<file path="src/animation_frame_sequencer_unit_macros.svh">
// Assertion macros shared by the animation frame sequencer modules.
`ifndef ANIMATION_FRAME_SEQUENCER_UNIT_MACROS_SVH
`define ANIMATION_FRAME_SEQUENCER_UNIT_MACROS_SVH

// Same-cycle implication, sampled on clk and disabled while rst_n is low.
`define AFS_ASSERT_IMP(lbl, ante, cons, msg) \
  lbl: assert property (@(posedge clk) disable iff (!rst_n) (ante) |-> (cons)) \
    else $error(msg);

// Next-cycle implication, sampled on clk and disabled while rst_n is low.
`define AFS_ASSERT_NXT(lbl, ante, cons, msg) \
  lbl: assert property (@(posedge clk) disable iff (!rst_n) (ante) |=> (cons)) \
    else $error(msg);

`endif

</file>
<file path="src/afs_pkg.sv">
// Shared types and constants of the animation frame sequencer.
`timescale 1ns / 1ps

package afs_pkg;

  localparam int OPCODE_W    = 3;
  localparam int DELTA_W     = 16;
  localparam int IDX_W       = 13;
  localparam int SCALE_W     = 16;
  localparam int PROD_W      = 32;
  localparam int SCALED_W    = 24;
  localparam int SUM_W       = 25;
  localparam int STEPS_W     = 8;
  localparam int ELAPSED_W   = 32;
  localparam int FRAME_OUT_W = 12;
  localparam int COUNT_IN_W  = 13;
  localparam int DUR_IN_W    = 24;
  localparam int COUNT_LIMIT = 8191;
  localparam int CFG_AW      = 3;
  localparam int CFG_DW      = 24;
  localparam int IN_TDATA_W  = 32;
  localparam int OUT_TDATA_W = 56;

  localparam logic [SCALE_W-1:0] SCALE_RESET = 16'd256;

  localparam logic [OPCODE_W-1:0] OP_TICK  = 3'd0;
  localparam logic [OPCODE_W-1:0] OP_STOP  = 3'd1;
  localparam logic [OPCODE_W-1:0] OP_SET   = 3'd2;
  localparam logic [OPCODE_W-1:0] OP_PLAY  = 3'd3;
  localparam logic [OPCODE_W-1:0] OP_PAUSE = 3'd4;

  localparam logic [CFG_AW-1:0] REG_FRAME_COUNT    = 3'd0;
  localparam logic [CFG_AW-1:0] REG_FRAME_DURATION = 3'd1;
  localparam logic [CFG_AW-1:0] REG_PLAY_BACKWARD  = 3'd2;
  localparam logic [CFG_AW-1:0] REG_PING_PONG      = 3'd3;
  localparam logic [CFG_AW-1:0] REG_LOOPING        = 3'd4;
  localparam logic [CFG_AW-1:0] REG_DELTA_SCALE    = 3'd5;

  typedef struct packed {
    logic load_in;
    logic mul;
    logic exec_op;
    logic acc;
    logic div_take;
    logic mod_start;
    logic mod_take;
    logic step;
    logic emit;
  } cmd_t;

  typedef struct packed {
    logic adv;
    logic div_done;
    logic n_zero;
    logic need_mod;
    logic step_stop;
  } sts_t;

endpackage

</file>
<file path="src/afs_ctrl.sv">
// Controller state machine of the animation frame sequencer.
`timescale 1ns / 1ps
`include "animation_frame_sequencer_unit_macros.svh"

module afs_ctrl (
  input  logic          clk,
  input  logic          rst_n,
  input  logic          in_tvalid,
  output logic          in_tready,
  output logic          out_tvalid,
  input  logic          out_tready,
  input  afs_pkg::sts_t sts,
  output afs_pkg::cmd_t cmd
);

  typedef enum logic [7:0] {
    S_IDLE = 8'b0000_0001,
    S_EXEC = 8'b0000_0010,
    S_ACC  = 8'b0000_0100,
    S_DIV  = 8'b0000_1000,
    S_STEP = 8'b0001_0000,
    S_MOD  = 8'b0010_0000,
    S_DONE = 8'b0100_0000,
    S_SPARE = 8'b1000_0000
  } state_t;

  state_t state_r, state_nxt;
  logic   out_valid_r, out_valid_nxt;

  assign in_tready  = (state_r == S_IDLE);
  assign out_tvalid = out_valid_r;

  always_comb begin
    state_nxt = state_r;
    cmd       = '0;
    unique case (state_r)
      S_IDLE: begin
        if (in_tvalid) begin
          cmd.load_in = 1'b1;
          state_nxt   = S_EXEC;
        end
      end
      S_EXEC: begin
        if (sts.adv) begin
          cmd.mul   = 1'b1;
          state_nxt = S_ACC;
        end else begin
          cmd.exec_op = 1'b1;
          state_nxt   = S_DONE;
        end
      end
      S_ACC: begin
        cmd.acc   = 1'b1;
        state_nxt = S_DIV;
      end
      S_DIV: begin
        if (sts.div_done) begin
          cmd.div_take = 1'b1;
          state_nxt    = S_STEP;
        end
      end
      S_STEP: begin
        if (sts.n_zero) begin
          state_nxt = S_DONE;
        end else if (sts.need_mod) begin
          cmd.mod_start = 1'b1;
          state_nxt     = S_MOD;
        end else begin
          cmd.step = 1'b1;
          if (sts.step_stop) begin
            state_nxt = S_DONE;
          end
        end
      end
      S_MOD: begin
        if (sts.div_done) begin
          cmd.mod_take = 1'b1;
          state_nxt    = S_STEP;
        end
      end
      S_DONE: begin
        if (!out_valid_r || out_tready) begin
          cmd.emit  = 1'b1;
          state_nxt = S_IDLE;
        end
      end
      default: begin
        state_nxt = S_IDLE;
      end
    endcase
  end

  always_comb begin
    out_valid_nxt = out_valid_r;
    if (cmd.emit) begin
      out_valid_nxt = 1'b1;
    end else if (out_tready) begin
      out_valid_nxt = 1'b0;
    end
  end

  always_ff @(posedge clk) begin
    if (!rst_n) begin
      state_r     <= S_IDLE;
      out_valid_r <= 1'b0;
    end else begin
      state_r     <= state_nxt;
      out_valid_r <= out_valid_nxt;
    end
  end

  `AFS_ASSERT_NXT(a_accept_goes_exec, in_tvalid && in_tready, state_r == S_EXEC, "accepted item did not enter execution")
  `AFS_ASSERT_IMP(a_div_done_waited, sts.div_done, (state_r == S_DIV) || (state_r == S_MOD), "divider finished while nobody waited for it")

endmodule

</file>
<file path="config.mk">
export PLATFORM = sky130hd
export DESIGN_NAME = afs_ctrl
export DESIGN_NICKNAME = d
export VERILOG_FILES = /design/src/afs_pkg.sv /design/src/afs_ctrl.sv
export VERILOG_INCLUDE_DIRS = /design/src /design/src/src
export SDC_FILE = /design/constraint.sdc
export NUM_CORES = 1
export LEC_CHECK = 0
export CAP_MARGIN = 20
export CORE_AREA = 2 2 39 41
export CTS_CLUSTER_DIAMETER = 30
export DETAILED_ROUTE_END_ITERATION = 12
export DIE_AREA = 0 0 41 43
export DONT_BUFFER_PORTS = 1
export PLACE_DENSITY = 0.68
export SLEW_MARGIN = 20
export SYNTH_ARGS = -nofsm -noshare
export SYNTH_HDL_FRONTEND = slang
export SYNTH_SLANG_ARGS = --single-unit
</file>
<file path="constraint.sdc">
create_clock -name clk -period 1.9 [get_ports clk]
set_clock_uncertainty 0.2 [all_clocks]
set_input_delay 0.095 -clock clk [delete_from_list [all_inputs] [get_ports clk]]
set_output_delay 0.095 -clock clk [all_outputs]
set_load 0.1 [all_outputs]
</file>
== Word level (Yosys, flattened, before mapping) ==
Cells that the tools add are included.

* Latch bits: 0
* Bits of input ports: 9
* Logic and storage cells: 45
* Memories: 0
* Bits in writable memories: 0
* Register bits: 9
* Bits in read-only memories: 0
* Output and inout port bits: 11

* $lt $le $gt $ge: 0
* Shift operators: 0
* Muxes and demuxes: 27
* Reductions and logical operators: 5
* Add/subtract/negate cells: 0
* Equality and inequality tests: 11
* Multipliers: 0
* Divide/modulo/power cells: 0
* Bitwise gates (word level): 0

{| class="wikitable"
|+ Operator list
! cell !! number
|-
| $mux 8 || 6
|-
| $pmux 8 s6 || 1
|-
| $mux 1 || 18
|-
| $eq 8x1->1 const B || 1
|-
| $eq 8x2->1 const B || 1
|-
| $eq 8x3->1 const B || 1
|-
| $eq 8x4->1 const B || 1
|-
| $eq 8x5->1 const B || 1
|-
| $eq 8x6->1 const B || 1
|-
| $eq 8x7->1 const B || 1
|-
| $mux 7 || 1
|-
| $ne 2x2->1 const B || 2
|-
| $ne 4x4->1 const B || 1
|-
| $reduce_and 4->1 || 1
|-
| $mux 2 || 1
|-
| $ne 2x1->1 const B || 1
|-
| $reduce_bool 2->1 || 1
|-
| $reduce_or 2->1 || 1
|-
| $logic_not 1->1 || 1
|-
| $logic_or 1x1->1 || 1
|}

== Depth between registers and ports, before layout ==
Gate-level depths: netlist (run 1).

* Depth in word-level cells: 5
* Gate-level depth with buffers: 6
* Mapped depth without buffers: 5

== Least setup slack after synthesis (run 1) ==
OpenSTA, ideal clock, no wires.

* Path type: reg2out
* Start: register state_r[5]
* End: output cmd[4] in the netlist's numbering
* Cell stages (with the launch flop): 4
* Data required time: 1.605 ns
* Path buffers: 0
* Setup slack: -1.481 ns
* Arrival time: 3.086 ns
* Cell sequence: dfxtp_1 nor3_1 nand3_1 nor3b_1

{| class="wikitable"
|+ RTL lines
! element !! RTL line !! text
|-
| from (decl) || afs_ctrl.sv:27 || <nowiki>state_t state_r, state_nxt;</nowiki>
|-
| from (signal assigned) || afs_ctrl.sv:107 || <nowiki>state_r <= state_nxt;</nowiki>
|-
| to (decl) || afs_ctrl.sv:13 || <nowiki>output afs_pkg::cmd_t cmd</nowiki>
|}

== Worst setup path after layout (run 1) ==
* Start: register state_r[6]
* End: register state_r[6]

* Longest elaborated chain between the ends: 4
* Elaborated cells on any way between the ends: 14
* Those cells by class: eq/ne (11); mux (1); reduce/logical (2)

{| class="wikitable"
|+ Ends and longest elaborated chain
! element !! RTL line !! text
|-
| $eq 8x6->1 / $eq 8x4->1 (equally long branches) || afs_ctrl.sv:36 || <nowiki>unique case (state_r)</nowiki>
|-
| $reduce_or 2->1 (no line) || n/a ||
|-
| $ne 2x1->1 (no line) || n/a ||
|-
| $reduce_and 4->1 (no line) || n/a ||
|}

Parallel ways exist; a longest one is shown, timed or not.
A chain may end at the register's enable or synchronous reset.

==> flow_summary_export.csv, run 1 <==
group,metric,value,unit
clock_tree,cts-buffers-inserted,3,
die,die_area,1760,um2
critical_path,timing.rr.start,"state_r[6]",
clock_tree,clk_latency,260,ps
die,io_pins,20,
placement,place_inst,108,
drt,drt-total-wl,2.15,mm
clock_tree,h-tree-depth,1,
critical_path,startpoint,"state_r[6]",
critical_path,worst_r2r_endpoint,"state_r[6]",
die,start_util,0.417,
grt,grt_pass1_wl,2.84,mm
pwr,power.total,1.02,mW
die,placementRows,14,
drt,dr.pass1.iters,4,
critical_path,cp.arrival,2000,ps
clock_tree,cts.path.max_buffers,2,
layout,final_layout_size_suffix_gt1_frac,0.636,
clock_tree,root_buffer,"clkbuf_4",
layout,syn2layout_area_growth,99.8,%
logic_synthesis,synthArstFlopShare,0,
critical_path,critPathMaxFanout,3,
sta,setup_viol,7,
logic_synthesis,ys.flop_type,"dfxtp_1",
sta,rsz0062_at_grt,"true",
pwr,power.share.switching,0.489,
placement,place_congestion,0.929,
logic_synthesis,synth_edf_count,0,
placement,port_buffers,0,
pwr,power_leakage,0.480,nW
drt,drtIter0Drc,14,
logic_synthesis,yosysUniqueCellTypes,32,
placement,dp_hpwl,1.28,mm
die,coreArea,1380,um2
pwr,clkPwrFrac,0.129,
grt,grt_overflow_total,0,
pwr,seq_power_share,0.224,
sta,report.final.slew_viol_count,0,
logic_synthesis,syn_avg_cell_area,7.90,um2
layout,instances_no_fill,126,
hold_path,min_from,"sts[3]",
critical_path,startpoint_type,"register",
sta,fin_hold_ws,11.9,ps
critical_path,worstPathRequired,1870,ps
layout,final_nets,121,
drt,drcViolationCount,0,
logic_synthesis,yosysWarnings,0,
sta,max_slew_margin,0.761,
drt,vias_per_cell,5.55,
critical_path,r2r_cells,7,
sta,timing.fmax,494,MHz
run_status,violations,"negative setup slack",
layout,post-route-util,0.833,
job,cap_violations,0,
clock_tree,cts.sinks,8,
hold_path,hold_path_class,"input port to register",
grt,antenna_found_initial,0,
critical_path,crit_type,"register to register",
pwr,pwr-share-comb,0.647,
drt,wl_per_cell,17.1,um
logic_synthesis,syn_area,577,um2
sta,hold_viol,0,
grt,grt_usage,0.235,
logic_synthesis,syn-num-nets,82,
die,die_w,41,um
critical_path,rrSetupSlack,-130,ps
hold_path,holdPathEnd,"state_r[1]",
clock_tree,path_clk_slew,60,ps
sta,period_share,1.07,
logic_synthesis,synth_cells,73,
layout,diodes,0,
run_status,status,"complete, but fails checks",
grt,grt_max_degree,8,
sta,layout_min_cycle_time,2030,ps
pwr,pwr_density_cell,888,nW/um2
clock_tree,cts_tree,"built",
sta,worst_slack,-126,ps
drt,num_vias,699,
pwr,p_switching,500,uW
grt,grt_pass1_vias,653,
logic_synthesis,seq_area_frac_synth,0.278,
die,die_height,43,um
pwr,internal_power,523,uW
logic_synthesis,ys_ff_latch,8,
hold_path,hold_path_depth,3,
sta,tightest_slew,358,ps
drt,antenna_left,0,
pwr,irDropWorstVdd,0.670,mV
critical_path,endpoint_kind,"register",
## critical path, cell delays in order, from the launching register on
cell,delay (ps)
dfxtp_2,320
buf_6,120
nor4_4,340
nand3_2,160
buf_4,160
o32ai_2,110
or3b_4,410
a21oi_2,130
## worst max-delay path by stage
| stage | slack [ps] | endpoint |
|---|---|---|
| 6_report | -130 | state_r[6] |
| 5_1_grt | -210 | cmd[3] |
| 4_1_cts | -50 | cmd[3] |
| 3_5_place_dp | -50 | state_r[0] |
| 3_3_place_gp | 30 | state_r[0] |
| 2_1_floorplan | -200 | cmd[4] |
## cell type report
cell class                 count  area, um2
sequential                     8        169
clock buffer                   3       22.5
multi-input combinational     58        526
tap                           16       20.0
timing repair buffer          36        393
inverter                       5       22.5
fill                          73        231
## flip-flops by register name, summed over array words and instances (netlist names)
name,flops
state_r,7
out_tvalid,1
## power groups by stage
stage	sequential [mW]	clock, mW	combinational [mW]
detailed placement	0.219	0	0.514
CTS	0.226	0.131	0.557
finish	0.229	0.132	0.662
floorplan	0.215	0	0.401
global route	0.232	0.139	0.690
global placement	0.219	0	0.505
## metal layers
layer,GRT usage,vias up,routed length [um]
met3,0.0628,2,121
li1,-,335,-
met5,0,-,0
met2,0.378,29,1180
met1,0.317,333,829
met4,0.0200,0,26
## stage by stage
step | cell area, um2 | TNS, ps | setup WS [ps]
6_report | 1150 | -499 | -126
5_1_grt | 1150 | -1090 | -209
4_1_cts | 1020 | -94.6 | -48.6
3_5_place_dp | 895 | -45.8 | -45.8
3_3_place_gp | 895 | 0 | 30.9
2_1_floorplan | 646 | -501 | -200
## logic make-up after synthesis
group | Yosys count | synth area share
AO/OA/AOI/OAI | 10 | 0.134
AND/OR/NAND/NOR | 46 | 0.492
buffers and inverters | 7 | 0.0651
flip-flops | 8 | 0.278
XOR/XNOR | 2 | 0.0304
## what timing repair did
| item | CTS | global route |
|---|---|---|
| setup endpoints to repair | 7 | 14 |
| endpoints found under the hold margin | 8 | 0 |
| hold buffers | 5 | 0 |
| setup buffers | 5 | 6 |
| pin swaps | 4 | 18 |
| gates resized for setup | 6 | 23 |
## cell usage after synthesis (2+ instances only)
library cell  number  area [um2]
nor2b_1            5        31.3
o21ai_1            2        10.0
nand3_1            4        20.0
nor3_1             5        25.0
inv_1              5        18.8
a21oi_1            2        10.0
nor4_1             2        12.5
dfxtp_1            8         160
nor2_1            11        41.3
nand4_1            2        12.5
a21boi_1           2        15.0
nand2_1            5        18.8
## placed cells by master (no fill, tap or decap), types with 2 or more instances in the layout
cell type | netlist | final
buf_4 | 1 | 18
dfxtp_2 | 0 | 7
buf_12 | 0 | 7
buf_6 | 1 | 6
nor2_4 | 0 | 5
nor2b_1 | 5 | 5
nor2_1 | 11 | 5
dlygate4sd3_1 | 0 | 5
inv_1 | 5 | 3
nand3_2 | 0 | 3
nand2_1 | 5 | 3
clkbuf_4 | 0 | 3
nor3_2 | 0 | 2
nor2_2 | 1 | 2
nor3_4 | 0 | 2
nand2_2 | 0 | 2
nor4_4 | 1 | 2
nand4_1 | 2 | 2
o21ai_1 | 2 | 2
a21boi_1 | 2 | 2
No activity file was read; power rests on OpenSTA's default activity.
==> run 2: changes to the inputs <==
- ABC_CLOCK_PERIOD_IN_PS: not set -> 1900
- REMOVE_ABC_BUFFERS: not set -> 1
==> flow_summary_export.csv, run 2 (synthesis gave the netlist of run 1 again) <==
group,metric,value,unit
critical_path,endpoint_kind,"register",
sta,period_share,1.06,
hold_path,min_from,"sts[2]",
pwr,irDropWorstVdd,0.863,mV
critical_path,r2r_cells,5,
clock_tree,cts_tree,"built",
clock_tree,clk_latency,270,ps
grt,grt-busiest-layer,"met2",
layout,final_layout_size_suffix_gt1_frac,0.589,
drt,vias_per_cell,5.77,
clock_tree,h-tree-depth,1,
critical_path,max_stage_delay,520,ps
drt,drtIter0Drc,19,
placement,place_ws,-24.1,ps
critical_path,timing.rr.start,"state_r[6]",
die,coreArea,1380,um2
pwr,power_leakage,0.497,nW
sta,hold_viol,0,
sta,timing.fmax,495,MHz
sta,setup_viol,12,
run_status,violations,"negative setup slack",
die,die_height,43,um
pwr,pwr_density_cell,945,nW/um2
grt,grt_max_degree,7,
critical_path,crit_type,"register to register",
hold_path,hold_path_class,"input port to register",
critical_path,rrSetupSlack,-120,ps
critical_path,startpoint_type,"register",
grt,grtUsageMet3,0.0628,
clock_tree,cts.path.max_buffers,2,
critical_path,cp_cell_sequence,"or4_4, nor4_4, nand3b_4, o41ai_4, or2_1",
drt,drt-total-wl,2.15,mm
critical_path,critPathMaxFanout,4,
sta,rsz0062_at_grt,"true",
placement,dp_hpwl,1.28,mm
layout,syn2layout_area_growth,97.8,%
sta,report.final.slew_viol_count,0,
drt,drcViolationCount,0,
placement,place_congestion,0.867,
critical_path,worstPathRequired,1860,ps
grt,grt_pass1_wl,3.23,mm
drt,wl_per_cell,16.8,um
clock_tree,root_buffer,"clkbuf_4",
sta,worst_slack,-118,ps
layout,num-fill-cells,71,
drt,dr.pass1.iters,4,
die,die_w,41,um
grt,grt_overflow_total,0,
layout,post-route-util,0.825,
job,cap_violations,0,
layout,final_common_cell,"buf_4",
layout,largest_reg_flops,7,
sta,tightest_slew,483,ps
layout,final_nets,123,
drt,num_vias,739,
grt,grt.met1_usage,0.354,
layout,largest-register,"state_r",
grt,grt_pass1_vias,728,
critical_path,cp.arrival,1980,ps
sta,max_slew_margin,0.675,
grt,grt_usage,0.273,
layout,diodes,0,
grt,use_met2,0.409,
drt,antenna_left,0,
critical_path,worst_r2r_endpoint,"state_r[0]",
clock_tree,cts.sinks,8,
run_status,status,"complete, but fails checks",
grt,antenna_found_initial,0,
die,start_util,0.417,
die,io_pins,20,
die,placementRows,14,
hold_path,holdPathEnd,"state_r[5]",
critical_path,cp_slowest_cell,"or4_4",
hold_path,hold_path_depth,5,
clock_tree,cts-buffers-inserted,3,
placement,port_buffers,0,
clock_tree,path_clk_slew,60,ps
sta,layout_min_cycle_time,2020,ps
die,die_area,1760,um2
run 2: cell types whose count changed in the layout (fill, tap and decap cells not counted), moves of 3 or more:
cell	delta
clkbuf_16	+3
dfxtp_1	+3
dfxtp_2	-4
nor2_2	+3
nor2_4	-3
run 2: worst max-delay path by stage:
stage	start	to	slack, ps	cells past startpoint
6_report	state_r[6]	state_r[0]	-120	5
5_1_grt	state_r[6]	state_r[6]	-160	6
4_1_cts	state_r[6]	state_r[0]	-60	5
3_5_place_dp	state_r[6]	state_r[0]	-20	5
3_3_place_gp	state_r[6]	state_r[0]	30	5
2_1_floorplan	state_r[5]	cmd[4]	-1480	3
run 2: timing repair:
item                                    4_1_cts  5_1_grt
buffers inserted                              7        3
resized for setup                            15       14
hold endpoints to repair                      8        1
endpoints found under the setup margin       12       13
hold buffers                                  4        1
pin swaps                                     7       10
run 2: per-layer routing:
layer | up-vias | part of all wire
met4 | 0 | 0.020
met2 | 34 | 0.51
li1 | 339 | -
met3 | 6 | 0.057
met5 | - | 0
met1 | 360 | 0.41
run 2: power breakdown:
group / leakage [nW] / switching (mW) / internal (mW) / total [mW]
clock: 0.0138 / 0.0675 / 0.0729 / 0.140
sequential: 0.0664 / 0.0326 / 0.191 / 0.224
combinational: 0.417 / 0.411 / 0.303 / 0.714
total: 0.497 / 0.511 / 0.567 / 1.08
run 2: worst max-delay path, delay by kind of cell, from the launching register on:
family	cells	cell delay, ps
flip-flops	1	360
AND/OR/NAND/NOR	4	1270
AO/OA/AOI/OAI	1	80
run 2: area by class of cell:
class,count,area [um2],share of cell area
multi-input combinational,58,480,0.421
timing repair buffer,38,432,0.378
sequential,8,168,0.147
clock buffer,3,22.5,0.0197
tap,16,20.0,0.0175
inverter,5,18.8,0.0164
run 2: per-stage QoR:
step                std cells  TNS [ps]  area [um2]  hold WS [ps]  total power [mW]
floorplan                  71     -8530         558          13.3             0.572
global route              128     -1290        1140          35.6              1.12
CTS                       124      -156        1050          33.5             0.975
global placement          111         0         896          21.8             0.745
finish                    128      -688        1140          15.7              1.08
detailed placement        111     -30.5         896          20.3             0.755
==> run 3: changes to the inputs <==
- ABC_AREA: not set -> 1
- PLACE_DENSITY: 0.68 -> 0.75
==> flow_summary_export.csv, run 3 <==
group,metric,value,unit
run_status,status,"completed",
logic_synthesis,seq_area_frac_synth,0.242,
logic_synthesis,synth.top_cell.area_share,0.242,
layout,final_cell_mix,"nand2_1, inv_1, nor2_1",
critical_path,critPathMaxFanout,5,
die,die_w,41,um
hold_path,min_from,"sts[0]",
die,die_height,43,um
grt,antenna_found_initial,0,
sta,rsz0062_at_grt,"false",
critical_path,timing.rr.start,"state_r[1]",
hold_path,hold_path_depth,4,
pwr,power.total,1.20,mW
layout,diodes,0,
sta,fin_hold_ws,4.43,ps
sta,timing.fmax,560,MHz
layout,final_common_cell,"nand2_1",
logic_synthesis,yosys-top-cells-area,"dfxtp_1, nor2_1, nand2_1, inv_1, nand2_4",
sta,hold_viol,0,
logic_synthesis,syn_area,663,um2
drt,num_vias,672,
drt,vias_per_cell,4.80,
sta,layout_min_cycle_time,1790,ps
layout,final_cell_area,943,um2
grt,grt_max_degree,7,
logic_synthesis,ys.flop_type,"dfxtp_1",
pwr,power_leakage,0.473,nW
clock_tree,cts_tree,"built",
logic_synthesis,synth_cells,105,
sta,tightest_slew,383,ps
die,coreArea,1380,um2
clock_tree,path_clk_slew,60,ps
placement,port_buffers,0,
drt,dr.pass1.iters,2,
critical_path,worst_r2r_endpoint,"state_r[6]",
die,placementRows,14,
drt,drt-total-wl,1.51,mm
clock_tree,cts_setup_buffers,0,
die,die_area,1760,um2
sta,max_slew_margin,0.742,
placement,dp_hpwl,1.24,mm
die,io_pins,20,
drt,antenna_left,0,
critical_path,cp_common_cell,"nor2_4",
drt,drcViolationCount,0,
clock_tree,cts.sinks,8,
critical_path,startpoint_type,"register",
clock_tree,clk_latency,260,ps
layout,syn2layout_area_growth,42.3,%
sta,tns,0,ps
grt,grt.met1_usage,0.229,
hold_path,hold_path_class,"input port to register",
clock_tree,cts-buffers-inserted,3,
layout,final_nets,135,
critical_path,endpoint_kind,"output port",
grt,grtUsageMet3,0.0576,
critical_path,rrSetupSlack,360,ps
pwr,irDropWorstVdd,0.779,mV
critical_path,worstPathRequired,1600,ps
critical_path,max_stage_delay,340,ps
logic_synthesis,ys_ff_latch,8,
die,start_util,0.479,
layout,largest-register,"state_r",
placement,dpl_cell_area,856,um2
logic_synthesis,syn_avg_cell_area,6.32,um2
critical_path,crit_type,"register to output port",
placement,place_congestion,0.819,
layout,post-route-util,0.682,
logic_synthesis,synthArstFlopShare,0,
clock_tree,root_buffer,"clkbuf_4",
critical_path,cp_cell_sequence,"nor2_4, nand2_4, nor2_4, inv_1, nor3_2, clkbuf_16",
grt,grt_overflow_total,0,
sta,report.final.slew_viol_count,0,
hold_path,holdPathEnd,"state_r[3]",
sta,period_share,0.941,
logic_synthesis,synth_common_cells,"nor2_1, nand2_1, inv_1, dfxtp_1, nor2_2",
critical_path,cp_slowest_cell,"dfxtp_1",
drt,wl_per_cell,10.8,um
drt,drtIter0Drc,6,
logic_synthesis,synth_edf_count,0,
job,cap_violations,0,
logic_synthesis,yosys.area.top_type,"dfxtp_1",
layout,largest_reg_flops,7,
clock_tree,h-tree-depth,1,
logic_synthesis,yosysWarnings,0,
clock_tree,cts.path.max_buffers,2,
pwr,pwr_density_cell,1270,nW/um2
grt,use_met2,0.344,
layout,final_layout_size_suffix_gt1_frac,0.387,
sta,setup_viol,0,
grt,grt_usage,0.208,
critical_path,cp.arrival,1490,ps
layout,num-fill-cells,113,
grt,grt-busiest-layer,"met2",
critical_path,r2r_cells,11,
logic_synthesis,yosysUniqueCellTypes,18,
grt,grt_pass1_vias,637,
logic_synthesis,synth_most_common_cell,"nor2_1",
grt,grt_pass1_wl,2.48,mm
==> run 3: kinds of logic (layout without fill, tap and decap cells) <==
kind of cell / Yosys count / after routing / share of synthesized area
flip-flops: 8 / 8 / 0.242
buffers and inverters: 23 / 42 / 0.136
AND/OR/NAND/NOR: 72 / 72 / 0.608
AO/OA/AOI/OAI: 2 / 2 / 0.0151
==> run 3: layer usage <==
layer	routed length (um)	vias up
met5	0	-
met4	34	0
met3	101	4
met2	772	22
met1	596	294
li1	-	352
==> run 3: worst max-delay path, delay by kind of cell (launching register included) <==
family,cells,cell delay (ps)
simple gates,4,530
flops,1,340
buf+inv,2,340
==> run 3: worst max path at each step <==
stage,from,to,depth (start not counted)
6_report,state_r[2],cmd[1],6
5_1_grt,state_r[2],cmd[3],6
3_5_place_dp,state_r[0],cmd[1],6
3_3_place_gp,state_r[0],cmd[1],6
4_1_cts,state_r[0],cmd[1],6
2_1_floorplan,out_tvalid,out_tvalid,5
==> run 3: final cells by class <==
type / count / area, um2 / share of cell area
Clock buffer: 3 / 22.5 / 0.0239
Multi-Input combinational cell: 74 / 443 / 0.469
Tap cell: 16 / 20.0 / 0.0212
Timing Repair Buffer: 17 / 215 / 0.228
Sequential cell: 8 / 160 / 0.170
Inverter: 22 / 82.6 / 0.0875
==> run 3: power breakdown <==
part / leakage (nW) / internal (mW) / switching [mW]
Sequential: 0.0653 / 0.203 / 0.0427
Clock: 0.0138 / 0.0727 / 0.0642
Combinational: 0.394 / 0.243 / 0.572
==> run 3: per-stage QoR <==
step	worst slack (ps)	instances
2_1_floorplan	-2320	104
3_5_place_dp	364	131
4_1_cts	86.8	140
6_report	113	140
3_3_place_gp	386	131
5_1_grt	32.2	140
==> run 3: repair_timing <==
action,CTS,global route
gates resized for setup,0,1
endpoints found under the hold margin,8,0
hold buffers,6,0
setup endpoints to repair,0,1
